**config.mk**
```make
export PLATFORM = sky130hd
export DESIGN_NAME = spq_cell
export DESIGN_NICKNAME = d
export VERILOG_FILES = /design/src/design/sorted_priority_queue_top_macros.svh /design/src/design/spq_pkg.sv /design/src/design/spq_cell.sv
export SDC_FILE = /design/constraint.sdc
export NUM_CORES = 1
export LEC_CHECK = 0
export BUFFER_PORTS_ARGS = -buffer_cell sky130_fd_sc_hd__buf_2
export CORE_UTILIZATION = 45
export CTS_CLUSTER_SIZE = 40
export DETAILED_ROUTE_END_ITERATION = 10
export PLACE_DENSITY_LB_ADDON = 0.15
export SLEW_MARGIN = 0
export SYNTH_ARGS = -nofsm -noshare
export SYNTH_HDL_FRONTEND = slang
export SYNTH_SLANG_ARGS = --single-unit
```
**constraint.sdc**
```tcl
create_clock -name clk -period 3.7 [get_ports clk]
set_input_delay 0.185 -clock clk [delete_from_list [all_inputs] [get_ports clk]]
set_output_delay 0.185 -clock clk [all_outputs]
set_load 0.05 [all_outputs]
```
**src/design/sorted_priority_queue_top_macros.svh**
```systemverilog
// Assertion macros for the sorted priority queue.
`ifndef SORTED_PRIORITY_QUEUE_TOP_MACROS_SVH
`define SORTED_PRIORITY_QUEUE_TOP_MACROS_SVH

`ifndef NO_ASSERTIONS
`define SPQ_ASSERT_NOW(label, ante, cons) \
  label: assert property (@(posedge clk) disable iff (!rst_n) (ante) |-> (cons)) \
    else $error("spq: same-cycle check failed");
`define SPQ_ASSERT_NEXT(label, ante, cons) \
  label: assert property (@(posedge clk) disable iff (!rst_n) (ante) |=> (cons)) \
    else $error("spq: next-cycle check failed");
`else
`define SPQ_ASSERT_NOW(label, ante, cons)
`define SPQ_ASSERT_NEXT(label, ante, cons)
`endif

`endif

```
**src/design/spq_pkg.sv**
```systemverilog
// Shared types and constants for the sorted priority queue.
package spq_pkg;

  localparam int DEF_CAPACITY = 128;
  localparam int VAL_W        = 32;
  localparam int OCC_W        = 8;
  localparam int STAT_W       = 2;
  localparam int OUT_DATA_W   = 48;

  localparam logic OP_INSERT = 1'b0;
  localparam logic OP_REMOVE = 1'b1;

  localparam logic [STAT_W-1:0] ST_DONE  = 2'd0;
  localparam logic [STAT_W-1:0] ST_EMPTY = 2'd1;
  localparam logic [STAT_W-1:0] ST_FULL  = 2'd2;

  // Broadcast from the top level to every cell.
  typedef struct packed {
    logic             ins;
    logic             rem;
    logic [VAL_W-1:0] new_val;
  } spq_ctrl_t;

endpackage

```
**src/design/spq_cell.sv**
```systemverilog
// One storage cell of the shift-register priority queue.
module spq_cell import spq_pkg::*; (
  input  logic             clk,
  input  spq_ctrl_t        ctrl,
  input  logic             occ_self,   // this slot holds a live entry
  input  logic             ge_left,    // left neighbor stays ahead of the new value
  input  logic [VAL_W-1:0] left_val,
  input  logic [VAL_W-1:0] right_val,
  output logic [VAL_W-1:0] val,
  output logic             ge_self
);

  logic [VAL_W-1:0] value_r;
  logic [VAL_W-1:0] value_nxt;

  always_comb begin
    // Equal stored values stay ahead, giving FIFO order among ties.
    ge_self   = occ_self && !($signed(ctrl.new_val) > $signed(value_r));
    value_nxt = value_r;
    if (ctrl.ins) begin
      if (!ge_self) begin
        value_nxt = ge_left ? ctrl.new_val : left_val;
      end
    end else if (ctrl.rem) begin
      value_nxt = right_val;
    end
  end

  always_ff @(posedge clk) begin
    value_r <= value_nxt;
  end

  assign val = value_r;

endmodule

```
==> results of run 1 <==
[synthesized netlist by cell type, drive strengths merged]
library cell,count,area (sq um)
a2111oi,1,27.53
a211oi,1,7.510
a21o,3,22.52
a21oi,44,227.7
a31oi,1,21.27
buf,3,15.01
clkbuf,8,30.03
edfxtp,32,960.9
ha,32,400.4
inv,34,127.6
mux2i,32,320.3
nand2,7,26.28
nand2b,2,12.51
nand3,2,10.01
nand4,7,43.79
nor2,34,127.6
nor2b,1,6.260
nor3,1,5.000
nor4,2,25.02
o211a,2,20.02
o21a,1,7.510
o21ai,7,38.78
o22ai,1,6.260
o31a,1,8.760
o31ai,1,12.51
[through the flow]
stage               utilization [%]  hold slack (ns)  cells  power [mW]
finish                        63.69           0.2291    462       1.225
global route                  63.69           0.2303    462       1.302
CTS                           63.69           0.2211    462       1.238
detailed placement            62.16           0.5062    454      0.9833
global placement              62.16           0.5043    454      0.9734
floorplan                         -           0.4106    260      0.8321
[critical path: stages, from the launching register on]
cell       delay [ns]
edfxtp_1         0.34
inv_1            0.06
ha_1             0.32
nand4_1          0.15
nor4_2           0.38
nor2_1           0.13
a31oi_4          0.18
a2111oi_4        0.07
o31ai_4          0.58
buf_12           0.27
[final cells by class]
cell class	instances	area (sq um)
multi-input cells	183	1386
repair buffers	135	693.2
flip-flops and latches	32	960.9
inverters	34	127.6
clock buffers	7	76.32
fillers	476	1902
clock inverters	1	3.754
well taps	70	87.58
[cells by family (layout without fill, tap and decap cells)]
family	after synthesis	count (layout)
and+or+nand+nor	56	56
adders and majority gates	32	32
buffers and inverters	45	177
DFF	32	32
AOI/OAI and AO/OA	63	63
muxes	32	32
[power by group through the flow]
stage | registers, mW | logic [mW] | clock network [mW]
after floorplan | 0.631 | 0.201 | 0
after global placement | 0.480 | 0.493 | 0
after detailed placement | 0.483 | 0.500 | 0
after CTS | 0.475 | 0.503 | 0.261
after global routing | 0.480 | 0.545 | 0.277
final | 0.475 | 0.498 | 0.252
[final timing paths]
check / endpoint / slack [ns] / cells past startpoint
max: val[16] / 0.91 / 9
min: val[2] / 0.23 / 3
max reg2reg: val[16] / 0.91 / 9
min reg2reg: val[31] / 1.31 / 4
[metal layers]
metal | up-vias | GRT usage, % | part of all wire [%] | routed length (um)
li1 | 1203 | - | - | -
met1 | 1006 | 25.68 | 45 | 2615
met2 | 85 | 35.09 | 48 | 2836
met3 | 4 | 5.476 | 6.6 | 386
met4 | 0 | 4.038 | 0.56 | 33
met5 | - | 0 | 0 | 0
==> run summary, run 1 <==
Critical Path Start Type - register
worst min path class - in -> reg
Longest Clk Path Bufs - 2
Post-CTS Hold Buffers - 0
Avg WL per Cell - 12.71 um
clk root buf - clkbuf_8
DRT Wirelength - 5872 um
synthesized instance count - 260
Max-Cap Viols - 0
vias in the first global route - 2153
CTS tree - built
status - finished clean
final net count - 524
via count - 2298
Pwr Density - 367.1 mW/mm^2
Internal - 0.7542 mW
most frequent cells in the layout - buf_2 (133), a21oi_1 (42), inv_1 (34), nor2_1 (34)
setup TNS - 0 ns
Remaining Overflow, GRT - 0
CP startpoint - val[27]
relative max-transition margin - 35.36%
Final Cycle Share - 75.28%
VDD IR max - 242.9 uV
antenna cells - 0
remaining antenna violation count after routing - 0
Post-DP Area - 0.003256 sq mm
post-route setup slack - 0.9147 ns
routability cong. - 0.7621
clock sink count - 32
post-route cell area - 0.003336 sq mm
Slew Limit Fails - 0
RSZ-0062 raised after global routing - false
Syn Nets - 393
largest family of logic cells by synthesized area - adder cells
total track usage - 20.44%
Via density - 4.974
Psw - 0.4705 mW
commonest non-fill, non-tap cell in the layout - buf_2
max reg flops - 32
post-synthesis xor/xnor area fraction - 0%
share of cells above drive strength 1 - 37.76%
Buffers on Ports - 133
crit-path max FO - 23
simple-gate area share of the yosys netlist - 10.21%
measured slew at the worst slew-check pin - 0.9696 ns
post-synthesis compound-gate area fraction - 15.94%
Max Clk Rate - 0.3590 GHz
FF+latch count, synth - 32
Skew-Pair Late Insertion Delay - 0.27 ns
Mapped Avg Cell Area - 9.658 sq um
Gate power share - 40.6%
DRC violations left - 0
Pleak - 1.748 nW
H-tree depth - 2
DRT Pass-1 Iters - 4
pre-CTS setup slack - 0.9171 ns
CTS clk-pin slew, worst paths - 0.06 ns
CTS Buf Count - 5
drt initial violations - 74
Setup CP Type - reg -> reg
Top-Level Pins - 134
wire length of the first global-routing pass - 9632 um
post-DP HPWL - 4773 um
synthesized area - 0.002511 sq mm
CP endpoint kind - register
count of final setup violators - 0
CORE AREA - 0.005238 sq mm
Initial Util - 47.95%
hold path start - right_val[2]
Die Wd - 76.70 um
Req. time, crit path - 3.68 ns
Area Overhead vs Synth - 32.84%
Flop pwr share - 38.8%
# rows - 26
Worst Clk Skew - 0.002202 ns
Clk pwr share - 20.6%
post-CTS sizing - 0
synth warn - 0
die height - 76.70 um
CP arrival - 2.76 ns
multiplexer share of the synthesized area - 12.76%
reg2reg start - val[27]
Fin. Hold Viols - 0
Setup Buffers After CTS - 0
largest net degree at the start of global routing - 49
Final min period - 2.785 ns
register area share after synthesis - 38.27%
synth unique cells - 28
antenna violations before repair - 0
Net Sw Frac - 38.42%
Synth Area in Adders - 15.94%
Die Footprint - 0.005883 sq mm
Note: power is estimated with default switching activity, not from simulation.
==> run 2, diff against run 1 <==
--- a/config.mk
+++ b/config.mk
@@ -5,6 +5,7 @@
 export SDC_FILE = /design/constraint.sdc
 export NUM_CORES = 1
 export LEC_CHECK = 0
+export ABC_AREA = 1
 export BUFFER_PORTS_ARGS = -buffer_cell sky130_fd_sc_hd__buf_2
 export CORE_UTILIZATION = 45
 export CTS_CLUSTER_SIZE = 40
==> constraint.sdc (replaced) <==
create_clock -name clk -period 2.6 [get_ports clk]
set_input_delay 0.13 -clock clk [delete_from_list [all_inputs] [get_ports clk]]
set_output_delay 0.13 -clock clk [all_outputs]
set_load 0.05 [all_outputs]
==> run 2 against run 1 <==
  * Register-to-register slack got worse by 0.50 ns
  * Routed wire length up 12%
  * Final cell count is 14% higher
  * Combinational power grew 36%
  * Core utilization increased by 0.061 points
  * Clock-buffer cell count shrank 2
  * Clock skew about the same
  * Critical path depth is 6 higher
  * Sequential cell count unchanged
  * Highest routed layer unchanged
==> run summary, run 2 <==
Pleak - 1.758 nW (+0.58%)
relative max-transition margin - 58.63% (+23 points)
crit-path max FO - 2 (-91%)
Max Clk Rate - 0.4547 GHz
wire length of the first global-routing pass - 11040 um (+15%)
r2r setup slk - 0.41 ns (-0.50 ns)
Top-Level Pins - 134 (unchanged)
count of flip-flops with a built-in enable after synthesis - 32 (unchanged)
Setup CP Type - reg -> out
DRT Pass-1 Iters - 5 (+1)
Pwr Density - 551.8 mW/mm^2 (+50%)
Skew-Pair Late Insertion Delay - 0.29 ns (+0.02 ns)
via count - 2559 (+11%)
count leader, synth - nand2_1
synth unique cells - 20 (-29%)
post-CTS sizing - 0 (unchanged)
total track usage - 23.77% (+3.3 points)
CTS Buf Count - 5 (unchanged)
Clk pwr share - 26.1% (+5.5 points)
remaining antenna violation count after routing - 0 (unchanged)
status - finished clean
Mapped Avg Cell Area - 7.638 sq um (-21%)
VDD IR max - 328.1 uV (+35%)
Post-CTS Hold Buffers - 0 (unchanged)
Area Overhead vs Synth - 33.67%
# rows - 26 (unchanged)
CP endpoint kind - primary output
Power Total - 1.831 mW (+50%)
CP arrival - 2.07 ns (-0.69 ns)
die height - 76.27 um (-0.56%)
Synth area leader - edfxtp_1
Worst Clk Skew - 0.002386 ns (+0.0001843 ns)
Max-Cap Viols - 0 (unchanged)
synthesized instance count - 325 (+25%)
wl on met1 - 2936 um (+12%)
Setup Buffers After CTS - 0 (unchanged)
post-DP HPWL - 4834 um (+1.3%)
Internal - 1.141 mW (+51%)
Top Layer Used - met4
Gate power share - 37.1% (-3.5 points)
antenna cells - 0 (unchanged)
clock sink count - 32 (unchanged)
Die Footprint - 0.005817 sq mm (-1.1%)
count of final setup violators - 0 (unchanged)
commonest non-fill, non-tap cell in the layout - buf_2
H-tree depth - 2 (unchanged)
routability cong. - 0.7993 (+4.9%)
drt initial violations - 83 (+12%)
Slew Limit Fails - 0 (unchanged)
Critical Path Start Type - register
Final min period - 2.199 ns
largest net degree at the start of global routing - 34 (-31%)
antenna violations before repair - 0 (unchanged)
setup TNS - 0 ns (unchanged)
worst min path class - in -> reg
post-route cell area - 0.003318 sq mm (-0.53%)
register area share after synthesis - 38.71% (+0.44 points)
CTS clk-pin slew, worst paths - 0.07 ns (about the same)
R2R depth - 15 (+6)
Syn Nets - 458 (+17%)
Req. time, crit path - 2.47 ns (-1.21 ns)
Longest Clk Path Bufs - 2 (unchanged)
CORE AREA - 0.005205 sq mm (-0.62%)
final net count - 589 (+12%)
asr flop ratio synth - 0% (unchanged)
reg-to-reg endpoint - val[16]
Post-DP Area - 0.003212 sq mm (-1.3%)
Buffers on Ports - 133 (unchanged)
CTS tree - built
Initial Util - 47.69% (-0.25 points)
top_reg_cell synth - edfxtp_1
Remaining Overflow, GRT - 0 (unchanged)
FF+latch count, synth - 32 (unchanged)
synthesized area - 0.002482 sq mm (-1.1%)
RSZ-0062 raised after global routing - false
most frequent cells in the layout - buf_2 (133), nand2_1 (73), o21ai_1 (53)
Die Wd - 76.27 um (-0.56%)
Psw - 0.6898 mW (+47%)
Commonest cells post-synth - nand2_1 (74), o21ai_1 (53), nor2_1 (40)
share of cells above drive strength 1 - 33.48% (-4.3 points)
routed wire length on met3 - 442 um (+15%)
clk root buf - clkbuf_8
final hold slack - 0.1214 ns (-0.1076 ns)
Flop pwr share - 36.8% (-2.0 points)
CP startpoint - val[15]
synth warn - 0 (unchanged)
Net Sw Frac - 37.67% (-0.75 points)
measured slew at the worst slew-check pin - 0.6206 ns (-0.3491 ns)
fin util - 63.75% (about the same)
Avg WL per Cell - 12.48 um (-1.8%)
max reg flops - 32 (unchanged)
Via density - 4.856 (-2.4%)
DRT Wirelength - 6578 um (+12%)
vias in the first global route - 2469 (+15%)
CP endpoint - ge_self
area share of the largest cell type after synthesis - 38.71% (+0.44 points)
Final Cycle Share - 84.59%
DRC violations left - 0 (unchanged)
reg2reg start - val[15]
met2 wire len - 3118 um (+9.9%)
Fin. Hold Viols - 0 (unchanged)
synth top area cells - edfxtp_1 (39%), ha_1 (16%), nand2_1 (11%), o21ai_1 (11%), nor2_1 (6.0%)
[run 2: cell types whose count changed after synthesis, sizes merged, moves of 2 or more]
cell    previous run  this run
a21o               3         1
a21oi             44        14
buf                3         1
clkbuf             8        11
inv               34        43
mux2i             32         0
nand2              7        75
nand2b             2         0
nand4              7         2
nor2              34        42
nor4               2         0
o211a              2         0
o21ai              7        66
[run 2: critical path, cell delays in order (launching register included)]
cell	delay [ns]
edfxtp_1	0.35
inv_1	0.05
ha_1	0.29
nand2_1	0.06
nor2_1	0.18
nand2_1	0.11
clkinv_1	0.06
nand2_1	0.04
nand2_1	0.05
nand2_1	0.06
nand2_1	0.06
nand2_1	0.04
nand3_1	0.06
nand2_1	0.06
inv_1	0.05
buf_2	0.26
[run 2: how the worst min path moves through the flow]
stage                       start      end  slack, ns  cells after the start
floorplan            right_val[0]   val[0]       0.33                      2
global placement    right_val[24]  val[24]       0.41                      3
detailed placement  right_val[16]  val[16]       0.42                      3
CTS                  right_val[4]   val[4]       0.11                      3
global route        right_val[13]  val[13]       0.13                      3
finish              right_val[16]  val[16]       0.12                      3
[run 2: through the flow]
step | setup WS (ns) | cells
after global placement | 0.4109 | 519
after CTS | 0.3839 | 527
after floorplan | 0.07794 | 325
final | 0.4008 | 527
after global routing | 0.1892 | 527
after detailed placement | 0.3927 | 519
[run 2: power groups by stage]
stage / combinational (mW) / sequential (mW) / clock, mW
6_report: 0.679 / 0.674 / 0.478
4_1_cts: 0.685 / 0.674 / 0.487
2_1_floorplan: 0.270 / 0.888 / 0
3_3_place_gp: 0.674 / 0.682 / 0
3_5_place_dp: 0.683 / 0.685 / 0
5_1_grt: 0.755 / 0.682 / 0.512
[run 2: layout make-up]
| cell class | count | area, sq um |
|---|---|---|
| fill | 502 | 1887 |
| sequential | 32 | 960.9 |
| tap | 70 | 87.58 |
| multi-input combinational | 237 | 1310 |
| clock buffer | 5 | 68.82 |
| clock inverter | 3 | 37.54 |
| inverter | 44 | 165.2 |
| timing repair buffer | 136 | 688.2 |
[run 2: cells by family (layout without fill, tap and decap cells)]
logic type      after synthesis  count (layout)  share of synthesized area (%)
simple gates                122             122                          19.35
compound gates               83              83                          17.19
buf+inv                      56             188                          8.619
fa+ha+maj                    32              32                          16.13
flops                        32              32                          38.71
[run 2: routing by layer]
| layer | track usage (%) | vias to the layer above |
|---|---|---|
| met1 | 30.20 | 1121 |
| met4 | 7.692 | 0 |
| li1 | - | 1338 |
| met3 | 5.150 | 8 |
| met5 | 0 | - |
| met2 | 40.00 | 92 |
